### config.mk
export PLATFORM = sky130hd
export DESIGN_NAME = subrecord_stream_deframer_flat
export DESIGN_NICKNAME = d
export VERILOG_FILES = /design/src/hw/rtl/sdf_pkg.sv /design/src/hw/rtl/sdf_in_if.sv /design/src/hw/rtl/sdf_out_if.sv /design/src/hw/rtl/subrecord_stream_deframer.sv /design/src/flat_wrapper.sv
export SDC_FILE = /design/constraint.sdc
export NUM_CORES = 1
export LEC_CHECK = 0
export BUFFER_PORTS_ARGS = -buffer_cell sky130_fd_sc_hd__buf_2
export CAP_MARGIN = 25
export CORE_AREA = 2 2 243 305
export DETAILED_ROUTE_END_ITERATION = 8
export DIE_AREA = 0 0 245 307
export PLACE_DENSITY_LB_ADDON = 0.15
export SLEW_MARGIN = 20
export SYNTH_ARGS = -nofsm -noshare
export SYNTH_HDL_FRONTEND = slang
export SYNTH_SLANG_ARGS = --single-unit
### constraint.sdc
create_clock -name clk -period 28.5 [get_ports clk]
set_input_delay 2.85 -clock clk [delete_from_list [all_inputs] [get_ports clk]]
set_output_delay 2.85 -clock clk [all_outputs]
set_load 0.03 [all_outputs]
### src/hw/rtl/sdf_pkg.sv
// Package for the subrecord stream deframer.
// Holds the result kinds, error codes, header constants and the result record type.
// No dependencies.
`timescale 1ns / 1ps

package sdf_pkg;

	localparam logic [1:0] KIND_START   = 2'd0;
	localparam logic [1:0] KIND_PAYLOAD = 2'd1;
	localparam logic [1:0] KIND_END     = 2'd2;
	localparam logic [1:0] KIND_ERROR   = 2'd3;

	localparam logic [2:0] ERR_TRUNC_HEADER  = 3'd0;
	localparam logic [2:0] ERR_DUP_EXT       = 3'd1;
	localparam logic [2:0] ERR_INVALID_EXT   = 3'd2;
	localparam logic [2:0] ERR_TRUNC_PAYLOAD = 3'd3;
	localparam logic [2:0] ERR_DANGLING_EXT  = 3'd4;

	// "XXXX" marks a header that carries the extended length of the next record.
	localparam logic [31:0] EXT_SIGNATURE = 32'h5858_5858;
	localparam logic [15:0] EXT_SHORT_LENGTH = 16'd4;
	localparam logic [2:0]  HEADER_BYTES = 3'd6;
	localparam logic [2:0]  SIGNATURE_BYTES = 3'd4;

	typedef struct packed {
		logic [1:0]  kind;
		logic [31:0] record_signature;
		logic [31:0] payload_length;
		logic [7:0]  payload_byte;
		logic [2:0]  error_code;
		logic [31:0] position;
		logic        last;
	} result_t;

	function automatic result_t make_result(
		input logic [1:0]  kind,
		input logic [31:0] sig,
		input logic [31:0] len,
		input logic [7:0]  data,
		input logic [2:0]  code,
		input logic [31:0] pos
	);
		result_t r;
		r.kind             = kind;
		r.record_signature = sig;
		r.payload_length   = len;
		r.payload_byte     = data;
		r.error_code       = code;
		r.position         = pos;
		r.last             = 1'b0;
		return r;
	endfunction

endpackage

### src/hw/rtl/sdf_in_if.sv
// Input channel of the subrecord stream deframer: a body byte, an end marker or both per beat.
// No dependencies.
`timescale 1ns / 1ps

interface sdf_in_if;
	logic       valid;
	logic       ready;
	logic [7:0] data_byte;
	logic       byte_valid;
	logic       end_of_body;

	modport source (output valid, data_byte, byte_valid, end_of_body, input ready);
	modport sink (input valid, data_byte, byte_valid, end_of_body, output ready);
endinterface

### src/hw/rtl/sdf_out_if.sv
// Result channel of the subrecord stream deframer: one result record per beat.
// No dependencies.
`timescale 1ns / 1ps

interface sdf_out_if;
	logic        valid;
	logic        ready;
	logic [1:0]  kind;
	logic [31:0] record_signature;
	logic [31:0] payload_length;
	logic [7:0]  payload_byte;
	logic [2:0]  error_code;
	logic [31:0] position;
	logic        last;

	modport source (output valid, kind, record_signature, payload_length, payload_byte,
		error_code, position, last, input ready);
	modport sink (input valid, kind, record_signature, payload_length, payload_byte,
		error_code, position, last, output ready);
endinterface

### src/hw/rtl/subrecord_stream_deframer.sv
// Top level of the subrecord stream deframer.
// Depends on sdf_pkg, sdf_in_if and sdf_out_if.
`timescale 1ns / 1ps

// Splits a byte stream into records of a 4-byte signature, a 16-bit little-endian
// length and the payload; an "XXXX" header supplies a 32-bit length for the next
// record. Each accepted beat is decoded in the cycle it is taken and gives zero,
// one or two results, which go into a four-entry result queue. The input is ready
// whenever the queue has room for two results, so with the result side ready the
// block takes one beat per cycle until beats that yield two results (a record start
// or payload byte together with its end or error) fill the queue, since the queue
// drains one result per cycle. Results are registered in the queue before output.
module subrecord_stream_deframer #(
	parameter int OFFSET_WIDTH = 32
) (
	input  logic       clk,
	input  logic       arst_n,
	sdf_in_if.sink     body,
	sdf_out_if.source  rec
);

	localparam int QDEPTH = 4;
	localparam int QPTR_W = $clog2(QDEPTH);
	localparam int QCNT_W = $clog2(QDEPTH + 1);

	typedef enum logic [1:0] {
		PH_HEADER,
		PH_EXT,
		PH_PAYLOAD,
		PH_DROP
	} phase_t;

	phase_t                  phase_q, phase_d;
	logic [2:0]              hdr_cnt_q, hdr_cnt_d;
	logic [31:0]             sig_q, sig_d;
	logic [15:0]             short_len_q, short_len_d;
	logic                    ext_pend_q, ext_pend_d;
	logic [31:0]             ext_val_q, ext_val_d;
	logic [1:0]              ext_cnt_q, ext_cnt_d;
	logic [31:0]             remain_q, remain_d;
	logic [OFFSET_WIDTH-1:0] body_pos_q, body_pos_d;
	logic [OFFSET_WIDTH-1:0] hdr_start_q, hdr_start_d;

	sdf_pkg::result_t res0, res1;
	logic [1:0]       res_n;

	sdf_pkg::result_t  queue_q [QDEPTH];
	logic [QPTR_W-1:0] wr_ptr_q, rd_ptr_q;
	logic [QCNT_W-1:0] count_q;

	logic in_fire, out_fire;

	assign body.ready = (count_q <= QCNT_W'(QDEPTH - 2));
	assign in_fire    = body.valid & body.ready;
	assign out_fire   = rec.valid & rec.ready;

	always_comb begin
		logic [2:0]       hc;
		logic [31:0]      len;
		sdf_pkg::result_t r;
		logic             have;

		phase_d     = phase_q;
		hdr_cnt_d   = hdr_cnt_q;
		sig_d       = sig_q;
		short_len_d = short_len_q;
		ext_pend_d  = ext_pend_q;
		ext_val_d   = ext_val_q;
		ext_cnt_d   = ext_cnt_q;
		remain_d    = remain_q;
		body_pos_d  = body_pos_q;
		hdr_start_d = hdr_start_q;
		res0        = '0;
		res1        = '0;
		res_n       = 2'd0;
		hc          = hdr_cnt_q;
		len         = '0;
		r           = '0;
		have        = 1'b0;

		// Result of the byte part of the beat, at most one.
		if (body.byte_valid) begin
			case (phase_q)
				PH_HEADER: begin
					if (hc == 3'd0) begin
						hdr_start_d = body_pos_q;
					end
					if (hc < sdf_pkg::SIGNATURE_BYTES) begin
						sig_d = {sig_q[23:0], body.data_byte};
					end else begin
						short_len_d = {body.data_byte, short_len_q[15:8]};
					end
					hdr_cnt_d = 3'(hc + 3'd1);
					if (hdr_cnt_d == sdf_pkg::HEADER_BYTES) begin
						hdr_cnt_d = 3'd0;
						if (sig_d == sdf_pkg::EXT_SIGNATURE) begin
							if (ext_pend_q) begin
								r = sdf_pkg::make_result(sdf_pkg::KIND_ERROR, '0, '0, '0,
									sdf_pkg::ERR_DUP_EXT, 32'(hdr_start_d));
								have = 1'b1;
								phase_d = PH_DROP;
							end else if (short_len_d != sdf_pkg::EXT_SHORT_LENGTH) begin
								r = sdf_pkg::make_result(sdf_pkg::KIND_ERROR, '0, '0, '0,
									sdf_pkg::ERR_INVALID_EXT, 32'(hdr_start_d));
								have = 1'b1;
								phase_d = PH_DROP;
							end else begin
								phase_d   = PH_EXT;
								ext_cnt_d = 2'd0;
								ext_val_d = '0;
							end
						end else begin
							len = ext_pend_q ? ext_val_q : {16'd0, short_len_d};
							ext_pend_d = 1'b0;
							r = sdf_pkg::make_result(sdf_pkg::KIND_START, sig_d, len, '0,
								'0, 32'(hdr_start_d));
							have = 1'b1;
							remain_d = len;
							phase_d = (len != 32'd0) ? PH_PAYLOAD : PH_HEADER;
						end
					end
				end
				PH_EXT: begin
					ext_val_d = {body.data_byte, ext_val_q[31:8]};
					if (ext_cnt_q == 2'd3) begin
						ext_cnt_d  = 2'd0;
						ext_pend_d = 1'b1;
						phase_d    = PH_HEADER;
					end else begin
						ext_cnt_d = 2'(ext_cnt_q + 2'd1);
					end
				end
				PH_PAYLOAD: begin
					r = sdf_pkg::make_result(sdf_pkg::KIND_PAYLOAD, '0, '0, body.data_byte,
						'0, '0);
					have = 1'b1;
					remain_d = 32'(remain_q - 32'd1);
					if (remain_d == 32'd0) begin
						phase_d = PH_HEADER;
					end
				end
				default: begin
				end
			endcase
			body_pos_d = OFFSET_WIDTH'(body_pos_q + OFFSET_WIDTH'(1));
		end

		if (have) begin
			res0  = r;
			res_n = 2'd1;
		end

		if (body.end_of_body) begin
			have = 1'b0;
			case (phase_d)
				PH_HEADER: begin
					have = 1'b1;
					if (hdr_cnt_d != 3'd0) begin
						r = sdf_pkg::make_result(sdf_pkg::KIND_ERROR, '0, '0, '0,
							sdf_pkg::ERR_TRUNC_HEADER, 32'(hdr_start_d));
					end else if (ext_pend_d) begin
						r = sdf_pkg::make_result(sdf_pkg::KIND_ERROR, '0, '0, '0,
							sdf_pkg::ERR_DANGLING_EXT, 32'(body_pos_d));
					end else begin
						r = sdf_pkg::make_result(sdf_pkg::KIND_END, '0, '0, '0, '0,
							32'(body_pos_d));
					end
				end
				PH_EXT, PH_PAYLOAD: begin
					have = 1'b1;
					r = sdf_pkg::make_result(sdf_pkg::KIND_ERROR, '0, '0, '0,
						sdf_pkg::ERR_TRUNC_PAYLOAD, 32'(hdr_start_d));
				end
				default: begin
				end
			endcase
			if (have) begin
				if (res_n == 2'd0) begin
					res0 = r;
				end else begin
					res1 = r;
				end
				res_n = 2'(res_n + 2'd1);
			end
			// Every end readies the next body.
			phase_d     = PH_HEADER;
			hdr_cnt_d   = '0;
			sig_d       = '0;
			short_len_d = '0;
			ext_pend_d  = 1'b0;
			ext_val_d   = '0;
			ext_cnt_d   = '0;
			remain_d    = '0;
			body_pos_d  = '0;
			hdr_start_d = '0;
		end

		if (res_n == 2'd2) begin
			res1.last = 1'b1;
		end else if (res_n == 2'd1) begin
			res0.last = 1'b1;
		end
	end

	always_ff @(posedge clk or negedge arst_n) begin
		if (!arst_n) begin
			phase_q     <= PH_HEADER;
			hdr_cnt_q   <= '0;
			sig_q       <= '0;
			short_len_q <= '0;
			ext_pend_q  <= 1'b0;
			ext_val_q   <= '0;
			ext_cnt_q   <= '0;
			remain_q    <= '0;
			body_pos_q  <= '0;
			hdr_start_q <= '0;
		end else if (in_fire) begin
			phase_q     <= phase_d;
			hdr_cnt_q   <= hdr_cnt_d;
			sig_q       <= sig_d;
			short_len_q <= short_len_d;
			ext_pend_q  <= ext_pend_d;
			ext_val_q   <= ext_val_d;
			ext_cnt_q   <= ext_cnt_d;
			remain_q    <= remain_d;
			body_pos_q  <= body_pos_d;
			hdr_start_q <= hdr_start_d;
		end
	end

	// Result queue: up to two writes and one read per cycle.
	always_ff @(posedge clk) begin
		if (in_fire && res_n != 2'd0) begin
			queue_q[wr_ptr_q] <= res0;
			if (res_n == 2'd2) begin
				queue_q[QPTR_W'(wr_ptr_q + QPTR_W'(1))] <= res1;
			end
		end
	end

	always_ff @(posedge clk or negedge arst_n) begin
		if (!arst_n) begin
			wr_ptr_q <= '0;
			rd_ptr_q <= '0;
			count_q  <= '0;
		end else begin
			if (in_fire) begin
				wr_ptr_q <= QPTR_W'(wr_ptr_q + QPTR_W'(res_n));
			end
			if (out_fire) begin
				rd_ptr_q <= QPTR_W'(rd_ptr_q + QPTR_W'(1));
			end
			count_q <= QCNT_W'(count_q + (in_fire ? QCNT_W'(res_n) : QCNT_W'(0))
				- (out_fire ? QCNT_W'(1) : QCNT_W'(0)));
		end
	end

	assign rec.valid            = (count_q != '0);
	assign rec.kind             = queue_q[rd_ptr_q].kind;
	assign rec.record_signature = queue_q[rd_ptr_q].record_signature;
	assign rec.payload_length   = queue_q[rd_ptr_q].payload_length;
	assign rec.payload_byte     = queue_q[rd_ptr_q].payload_byte;
	assign rec.error_code       = queue_q[rd_ptr_q].error_code;
	assign rec.position         = queue_q[rd_ptr_q].position;
	assign rec.last             = queue_q[rd_ptr_q].last;

endmodule

### src/flat_wrapper.sv
// flat-port wrapper written by rule: the top's interface ports become plain ports
module subrecord_stream_deframer_flat 
#(
	parameter int OFFSET_WIDTH = 32
)
  (clk, arst_n, body_valid, body_data_byte, body_byte_valid, body_end_of_body, body_ready, rec_valid, rec_kind, rec_record_signature, rec_payload_length, rec_payload_byte, rec_error_code, rec_position, rec_last, rec_ready);
  sdf_in_if body_i ();
  sdf_out_if rec_i ();
  input  logic clk;
  input  logic arst_n;
  input wire logic [$bits(body_i.valid)-1:0] body_valid;
  input wire logic [$bits(body_i.data_byte)-1:0] body_data_byte;
  input wire logic [$bits(body_i.byte_valid)-1:0] body_byte_valid;
  input wire logic [$bits(body_i.end_of_body)-1:0] body_end_of_body;
  output wire logic [$bits(body_i.ready)-1:0] body_ready;
  output wire logic [$bits(rec_i.valid)-1:0] rec_valid;
  output wire logic [$bits(rec_i.kind)-1:0] rec_kind;
  output wire logic [$bits(rec_i.record_signature)-1:0] rec_record_signature;
  output wire logic [$bits(rec_i.payload_length)-1:0] rec_payload_length;
  output wire logic [$bits(rec_i.payload_byte)-1:0] rec_payload_byte;
  output wire logic [$bits(rec_i.error_code)-1:0] rec_error_code;
  output wire logic [$bits(rec_i.position)-1:0] rec_position;
  output wire logic [$bits(rec_i.last)-1:0] rec_last;
  input wire logic [$bits(rec_i.ready)-1:0] rec_ready;
  assign body_i.valid = body_valid;
  assign body_i.data_byte = body_data_byte;
  assign body_i.byte_valid = body_byte_valid;
  assign body_i.end_of_body = body_end_of_body;
  assign body_ready = body_i.ready;
  assign rec_valid = rec_i.valid;
  assign rec_kind = rec_i.kind;
  assign rec_record_signature = rec_i.record_signature;
  assign rec_payload_length = rec_i.payload_length;
  assign rec_payload_byte = rec_i.payload_byte;
  assign rec_error_code = rec_i.error_code;
  assign rec_position = rec_i.position;
  assign rec_last = rec_i.last;
  assign rec_i.ready = rec_ready;
  subrecord_stream_deframer #(.OFFSET_WIDTH(OFFSET_WIDTH)) u_core (.clk(clk), .arst_n(arst_n), .body(body_i), .rec(rec_i));
endmodule
### Word level (Yosys, flattened, before mapping)

Memory sizes are Yosys's and may differ from the RTL's.
Cells that the tools add are included.

| storage, ports and cells | value |
|---|---|
| logic and storage cells | 158 |
| bits in registers | 191 |
| bits in latches | 0 |
| memory bits (writable) | 440 |
| memory bits (read-only) | 0 |
| memories | 1 |

| cells by class | value |
|---|---|
| multipliers | 0 |
| multiplexer cells | 96 |
| div/mod/pow operators | 0 |
| shift operators | 0 |
| reduce and logical (&&, ||, !) cells | 19 |
| $lt $le $gt $ge | 2 |
| bitwise logic cells | 2 |
| add/sub/neg operators | 10 |
| equality and inequality tests | 15 |

Memory list:

| memory | depth | bits a word | rd ports | clocked after Yosys merged registers in | wr ports | RTL line | RTL |
|---|---|---|---|---|---|---|---|
| u_core.queue_q | 4 | 110 | 1 | 0 | 2 | subrecord_stream_deframer.sv:47 | `sdf_pkg::result_t queue_q [QDEPTH];` |

Operators with widths:

| operator | count |
|---|---|
| two-way mux 110 bit | 13 |
| two-way mux 32 bit | 23 |
| one-hot mux 110 bit (2 select lines) | 2 |
| one-hot mux 32 bit (2 select lines) | 2 |
| two-way mux 109 bit | 1 |
| two-way mux 16 bit | 6 |
| two-way mux 2 bit | 19 |
| adder 32 x 1 -> 32 bit (second input constant) | 1 |
| equality test 32 x 31 -> 1 bit (second input constant) | 1 |
| logical NOT 32 bit | 1 |
| nonzero test 32 bit | 1 |
| subtractor 32 x 1 -> 32 bit (second input constant) | 1 |
| two-way mux 1 bit | 22 |
| != test 16 x 3 -> 1 bit (second input constant) | 1 |
| two-way mux 3 bit | 4 |
| nonzero test 3 bit | 4 |
| != test 3 bit (second input constant) | 3 |
| equality test 2 bit (second input constant) | 4 |
| AND reduction 7 bit | 1 |
| adder 2 x 1 -> 2 bit (second input constant) | 3 |
| equality test 2 x 1 -> 1 bit (second input constant) | 3 |
| logical NOT 2 bit | 3 |
| != test 3 x 2 -> 1 bit (second input constant) | 2 |
| one-hot mux 2 bit (3 select lines) | 1 |
| other kinds (18) | 22 |

### Depth between registers and ports, before layout

Gate-level depths: netlist of the first run.

| logic depth | value |
|---|---|
| word-level depth | 21 |
| depth in mapped cells | 21 |
| depth with buffers taken out | 18 |

### Least setup slack after synthesis of the first run

OpenSTA, ideal clock, no wires.

| timing path | value |
|---|---|
| path type | input to register |
| start | in body_data_byte[1] |
| end | mem u_core.queue_q[0][0] (netlist name) (enable) |
| required time | 27.769 ns |
| stages on the path | 16 |
| path slack | 14.484 ns |
| library setup time | 0.731 ns |
| arrival time | 13.285 ns |
| cells stage by stage | or4b_1 > or3b_2 > a21oi_2 > and4_1 > nor2_1 > clkbuf_1 > a21oi_1 > a21oi_1 > ha_1 > inv_1 > ha_1 > nand2b_1 > nor2_1 > nor3_1 > o21ai_0 > o21ai_0 |

RTL lines:

| element | RTL line | RTL |
|---|---|---|
| from (decl) | flat_wrapper.sv:12 | `input wire logic [$bits(body_i.data_byte)-1:0] body_data_byte;` |
| to (decl) | subrecord_stream_deframer.sv:47 |  |

==> results of run 1 <==
cell families (layout without fill, tap and decap cells):
logic type,Yosys count,in the layout,synth area share
AOI/OAI and AO/OA,701,701,0.1457
xor gates and xnor gates,31,31,0.008402
adders and majority gates,15,15,0.006040
buffers and inverters,265,336,0.03322
DFF,631,631,0.5568
muxes,205,205,0.1071
other,0,1,0
and+or+nand+nor,972,972,0.1427
final cells by class:
type	count	area [sq um]	share of cell area
clock inverters	34	349.1	0.009692
multi-input cells	1924	13380	0.3715
repair buffers	183	1106	0.03071
flip-flops and latches	631	18000	0.4999
clock buffers	87	1854	0.05148
diodes	1	2.502	0.00006947
well taps	960	1201	0.03335
inverters	32	120.1	0.003335
where the power goes:
group | switching (mW) | internal, mW | leakage (nW)
Combinational | 0.857 | 0.409 | 5.54
Clock | 0.379 | 0.523 | 1.08
Sequential | 0.0899 | 1.06 | 6.74
routing by layer:
| metal | GRT usage | wire length, microns | up-vias |
|---|---|---|---|
| met4 | 0.1931 | 8047 | 2 |
| met1 | 0.3524 | 41230 | 12580 |
| met2 | 0.4741 | 52600 | 1117 |
| met3 | 0.03901 | 6652 | 268 |
| met5 | 0 | 13 | - |
| li1 | - | - | 10760 |
synthesized netlist by cell type, drive strengths merged (8+ instances only):
cell type / count
nor2b: 8
nand3: 59
a21o: 10
a211oi: 10
o22ai: 124
or4: 16
o21ai: 205
nand2b: 14
inv: 30
o211ai: 12
mux4: 110
nand2: 212
or3: 19
o31ai: 17
o2bb2ai: 12
and2: 81
a211o: 8
nand3b: 8
dfrtp: 191
buf: 70
clkbuf: 163
mux2i: 68
xnor2: 24
nor3: 50
a21oi: 76
nor2: 388
nand4: 29
and3: 25
nor4: 24
a22o: 124
mux2: 27
a22oi: 12
a31oi: 29
ha: 14
edfxtp: 440
sequential cells by signal, indices dropped and copies added (netlist names):
register            count
u_core.hdr_start_q     32
u_core.sig_q           32
u_core.count_q          3
u_core.phase_q          2
u_core.wr_ptr_q         2
u_core.rd_ptr_q         2
u_core.ext_val_q       32
u_core.ext_cnt_q        2
u_core.remain_q        32
u_core.queue_q        440
u_core.short_len_q     16
u_core.ext_pend_q       1
u_core.body_pos_q      32
u_core.hdr_cnt_q        3
per-stage QoR:
| step | instance area, sq um | setup slack (ns) | hold WS, ns |
|---|---|---|---|
| 2_1_floorplan | 32310 | 14.48 | 0.4644 |
| 3_3_place_gp | 33710 | 19.76 | 0.4909 |
| 3_5_place_dp | 33790 | 20.01 | 0.4932 |
| 4_1_cts | 35990 | 20.64 | 0.5108 |
| 5_1_grt | 36020 | 20.27 | 0.5204 |
| 6_report | 36020 | 20.58 | 0.5097 |
final timing paths:
| kind | endpoint | slack (ns) | cells past startpoint |
|---|---|---|---|
| worst max-delay path | u_core.queue_q[0][11]$_DFFE_PP_ | 20.58 | 18 |
| worst max register to register | u_core.queue_q[0][11]$_DFFE_PP_ | 21.64 | 18 |
| worst min-delay path | u_core.ext_val_q[3]$_DFFE_PN0P_ | 0.51 | 1 |
| worst min register to register | u_core.ext_val_q[3]$_DFFE_PN0P_ | 0.51 | 1 |
| max in group asynchronous | u_core.hdr_cnt_q[2]$_DFFE_PN0P_ | 24.80 | 2 |
| min in group asynchronous | u_core.body_pos_q[12]$_DFFE_PN0P_ | 2.37 | 1 |
==> metrics.txt, run 1 <==
status=finished clean; Pre-antenna DRT Iters=8; cells along the critical path=buf_2 > or4b_1 > or3b_2 > a21oi_2 > and4_1 > nor2_4 > buf_4 > a21oi_1 > a21oi_1 > ha_1 > inv_1 > ha_1 > nand3b_1 > nor3_2 > buf_4 > xnor2_1 > nand2b_1 > o22ai_1; most common cell after layout, fill and taps aside=edfxtp_1; clock skew=0.03042 ns; Worst VDD drop=0.00006368 V; crit path max fanout=83; data arrival time of the critical path=8.24 ns; synthesized area per cell=11.46 sq um; f_max=126.2 MHz; post-CTS setup buffer count=0; Final Max Tran Viols=0; ys async rst share=0.3027; Post-Place Cells=3,728; Resized Gates After CTS=0; warnings from Yosys=0; Congestion Overflow GR=0; initial antenna violation count=3; Worst Hold Class=reg -> reg; Post-synth EDFFs=440; Detailed Route Iter0 Violations=2,577; dominant cells by area after synthesis=edfxtp_1 41%, dfrtp_1 15%, mux4_2 7.7%, nor2_1 4.5%, a22o_1 3.4%; largest area contributor in the netlist=edfxtp_1; Routed WL=108,500 microns; Util after Layout=0.4959; initial core utilization=0.4449; Core Box Area=72,640 sq um; Slowest cell on crit path=nand2b_1; GP Congestion=0.9207; # DRC=0; number of core rows=111; later-pin clock latency in the skew report=0.63 ns; share of layout cells above drive strength 1=0.1657; synthesized area=32,310 sq um; leakage power=13.36 nW; most frequent cells in the layout=440 x edfxtp_1, 383 x nor2_1, 208 x nand2_1; die area=75,220 sq um; Setup crit start=body_data_byte[1]; #FFs+latches synth=631; PD cells=92.15 nW/um^2; Post-Synthesis Cells=2,820; Worst EP required=28.82 ns; Final ANT Viol Nets=0; Buf/Inv on CP=4; Main synth FF type=edfxtp_1; hold_buf cts=0; Largest delay share family, worst path=simple AND/OR/NAND/NOR gates; wire per inst=28.18 microns; Port Buffers=125; CTS Root Cell=clkbuf_16; Layout Nets=2,868; H-tree depth=3; Chip Height=307 microns; worst reg2reg path startpoint=u_core.hdr_cnt_q[2]$_DFFE_PN0P_; synth unique cells=92; Yosys top cell area share=0.4089; Setup Viol. Count Final=0; Worst Tran Pin Value=1.144 ns; RSZ-0062 raised after global routing=false; Die W=245 microns; CP Class=in -> reg; TritonCTS buffer count=67; Critical Path Source Type=input pin; non-filler cells, final=3,852; worst hold start=u_core.ext_val_q[3]$_DFFE_PN0P_; max cap viols=0; Clock Sinks=631; fin crit period=7.921 ns; Total Power=3.319 mW; crit end category=flip-flop; clock buffer depth=3; syn nets=2,849; num ports=126; vias=24,730; global-route wire length before repair=160,900 microns; number of global-route vias before repair=24,700; via/cell ratio=6.420; sequential share of the synthesized area=0.5568; layout filler cell count=6,388; CTS tree=done; Worst-path clk slew=0.06 ns; Post-DP HPWL=68,620 microns; setup total negative slack=0 ns; Layout area overhead=11.46%; Fin. Hold Viols=0; slew margin rel.=0.2308; CP peak stage delay=0.82 ns; total track usage=0.2874; largest net degree at the start of global routing=100; fin crit share=0.2779
(Power assumes the default switching activity.)
==> inputs of run 2 (changes only) <==
==> constraint.sdc (replaced) <==
create_clock -name clk -period 8.15 [get_ports clk]
set_input_delay 0.815 -clock clk [delete_from_list [all_inputs] [get_ports clk]]
set_output_delay 0.815 -clock clk [all_outputs]
set_load 0.03 [all_outputs]
==> metrics.txt, run 2 (synthesized netlist as in run 1, its figures left out) <==
PD cells=319.9 nW/um^2 (+250%); clock skew=0.02442 ns (-0.005996 ns); fin crit period=6.286 ns; cells along the critical path=buf_16 > nand2b_1 > or4_1 > a2111oi_2 > nand4_2 > a21oi_4 > buf_4 > inv_2 > ha_1 > nand2b_1 > nor2_1 > nor3_1 > o21ai_0 > o21ai_4 > buf_12; Post-DP HPWL=66,140 microns (-3.6%); Worst EP required=8.44 ns (-20.38 ns); crit end category=flip-flop; most common cell after layout, fill and taps aside=edfxtp_1; worst reg2reg path startpoint=u_core.hdr_cnt_q[2]$_DFFE_PN0P_; crit path max fanout=58 (-30%); leakage power=13.38 nW (+0.17%); post-CTS setup buffer count=0 (unchanged); Largest delay share family, worst path=compound AO/OA/AOI/OAI gates; TritonCTS buffer count=67 (unchanged); initial antenna violation count=2 (-1); number of core rows=111 (unchanged); CP Class=reg -> reg; number of global-route vias before repair=24,750 (+0.19%); fin crit share=0.7712; H-tree depth=3 (unchanged); CTS Root Cell=clkbuf_16; Layout area overhead=11.81%; f_max=159.1 MHz; Final ANT Viol Nets=0 (unchanged); largest net degree at the start of global routing=90 (-10%); wire per inst=27.44 microns (-2.6%); largest register by flop count=u_core.queue_q; M2 GR Usage=0.4822 (+0.008037); Port Buffers=125 (unchanged); later-pin clock latency in the skew report=0.64 ns (about the same); die area=75,220 sq um (unchanged); share of layout cells above drive strength 1=0.1654 (-0.0002861); Pre-antenna DRT Iters=8 (unchanged); Slowest cell on crit path=o21ai_4; Worst R2R End=u_core.queue_q[0][100]$_DFFE_PP_; Final Max Tran Viols=0 (unchanged); Util after Layout=0.4974 (+0.001516); Resized Gates After CTS=0 (unchanged); Core Box Area=72,640 sq um (unchanged); initial core utilization=0.4449 (unchanged); # DRC=0 (unchanged); Congestion Overflow GR=0 (unchanged); Largest register FFs=440 (unchanged); layout filler cell count=6,374 (-0.22%); Setup Viol. Count Final=0 (unchanged); grt peak-use layer=met2; Routed WL=105,800 microns (-2.5%); RSZ-0062 raised after global routing=false; Worst-path clk slew=0.06 ns (about the same); max cap viols=0 (unchanged); clock buffer depth=3 (unchanged); Chip Height=307 microns (unchanged); vias=24,750 (+0.093%); most frequent cells in the layout=440 x edfxtp_1, 384 x nor2_1, 208 x nand2_1; Layout Nets=2,872 (+0.14%); R2R depth=15 (-3); data arrival time of the critical path=6.57 ns (-1.67 ns); hold_buf cts=0 (unchanged); via/cell ratio=6.418 (about the same); Clock Sinks=631 (unchanged); slew margin rel.=0.2624 (+0.03156); GP Congestion=0.9649 (+4.8%); Die W=245 microns (unchanged); num ports=126 (unchanged); Worst Hold Class=in -> async; global-route wire length before repair=158,400 microns (-1.6%); CP peak stage delay=0.89 ns (+0.07 ns); critical path depth=15 (-3); most used cell, CP=nand2b_1; status=finished clean; Worst Tran Pin Value=1.095 ns (-0.04914 ns); Critical Path Source Type=flip-flop; Worst VDD drop=0.0002820 V (+340%); setup total negative slack=0 ns (unchanged); Buf/Inv on CP=4 (unchanged); R2R Setup Slk=1.86 ns (-19.78 ns); total track usage=0.2806 (-0.006829); worst hold slack=0.2112 ns (-0.2986 ns); Detailed Route Iter0 Violations=2,166 (-16%); Fin. Hold Viols=0 (unchanged); GR Util met1=0.3442 (-0.008241); CTS tree=done; GR Util met3=0.03674 (-0.002269)
[run 2: cell types whose count changed in the layout (fill, tap and decap cells not counted), sizes merged]
cell,delta
bufinv,-2
clkbuf,+2
buf,+4
inv,+1
[run 2: worst register-to-register path: cells and delay by family (launching register included)]
kind / cells / cell delay (ns)
AOI/OAI and AO/OA: 4 / 2.06
and+or+nand+nor: 6 / 1.48
buffers and inverters: 4 / 1.30
DFF: 1 / 0.64
adders and majority gates: 1 / 0.44
[run 2: area by class of cell]
| class | count | area [sq um] | share of cell area |
|---|---|---|---|
| clock inverters | 33 | 362.8 | 0.01004 |
| multi-input cells | 1924 | 13390 | 0.3707 |
| flip-flops and latches | 631 | 18000 | 0.4983 |
| well taps | 960 | 1201 | 0.03325 |
| repair buffers | 187 | 1235 | 0.03418 |
| inverters | 32 | 120.1 | 0.003325 |
| clock buffers | 89 | 1809 | 0.05008 |
| diodes | 1 | 2.502 | 0.00006926 |
[run 2: how the worst max path moves through the flow]
stage / to / slack (ns) / start
2_1_floorplan: u_core.queue_q[0][0]$_DFFE_PP_ / -0.87 / body_data_byte[1]
3_3_place_gp: u_core.queue_q[0][87]$_DFFE_PP_ / 2.04 / body_data_byte[1]
3_5_place_dp: u_core.queue_q[0][87]$_DFFE_PP_ / 1.92 / body_data_byte[1]
4_1_cts: u_core.queue_q[0][91]$_DFFE_PP_ / 1.91 / u_core.hdr_cnt_q[2]$_DFFE_PN0P_
5_1_grt: u_core.queue_q[0][21]$_DFFE_PP_ / 1.55 / u_core.remain_q[0]$_DFFE_PN0P_
6_report: u_core.queue_q[0][100]$_DFFE_PP_ / 1.86 / u_core.hdr_cnt_q[2]$_DFFE_PN0P_
[run 2: where the power goes]
| group | internal [mW] | total, mW | switching, mW |
|---|---|---|---|
| clock network | 1.74 | 3.07 | 1.33 |
| registers | 3.71 | 4.01 | 0.301 |
| logic | 1.46 | 4.48 | 3.02 |
[run 2: metrics by stage]
| step | area [sq um] | power (mW) | instances | setup slack, ns |
|---|---|---|---|---|
| 2_1_floorplan | 32340 | 7.090 | 2820 | -0.8740 |
| 4_1_cts | 36090 | 11.59 | 3854 | 1.907 |
| 5_1_grt | 36130 | 12.01 | 3856 | 1.549 |
| 3_5_place_dp | 33920 | 8.524 | 3732 | 1.920 |
| 6_report | 36130 | 11.56 | 3857 | 1.864 |
| 3_3_place_gp | 33890 | 8.484 | 3730 | 2.040 |
[run 2: routing by layer]
layer,vias up,wire (microns)
met5,-,13
li1,10780,-
met1,12550,39790
met3,240,7133
met2,1188,53410
met4,2,5487
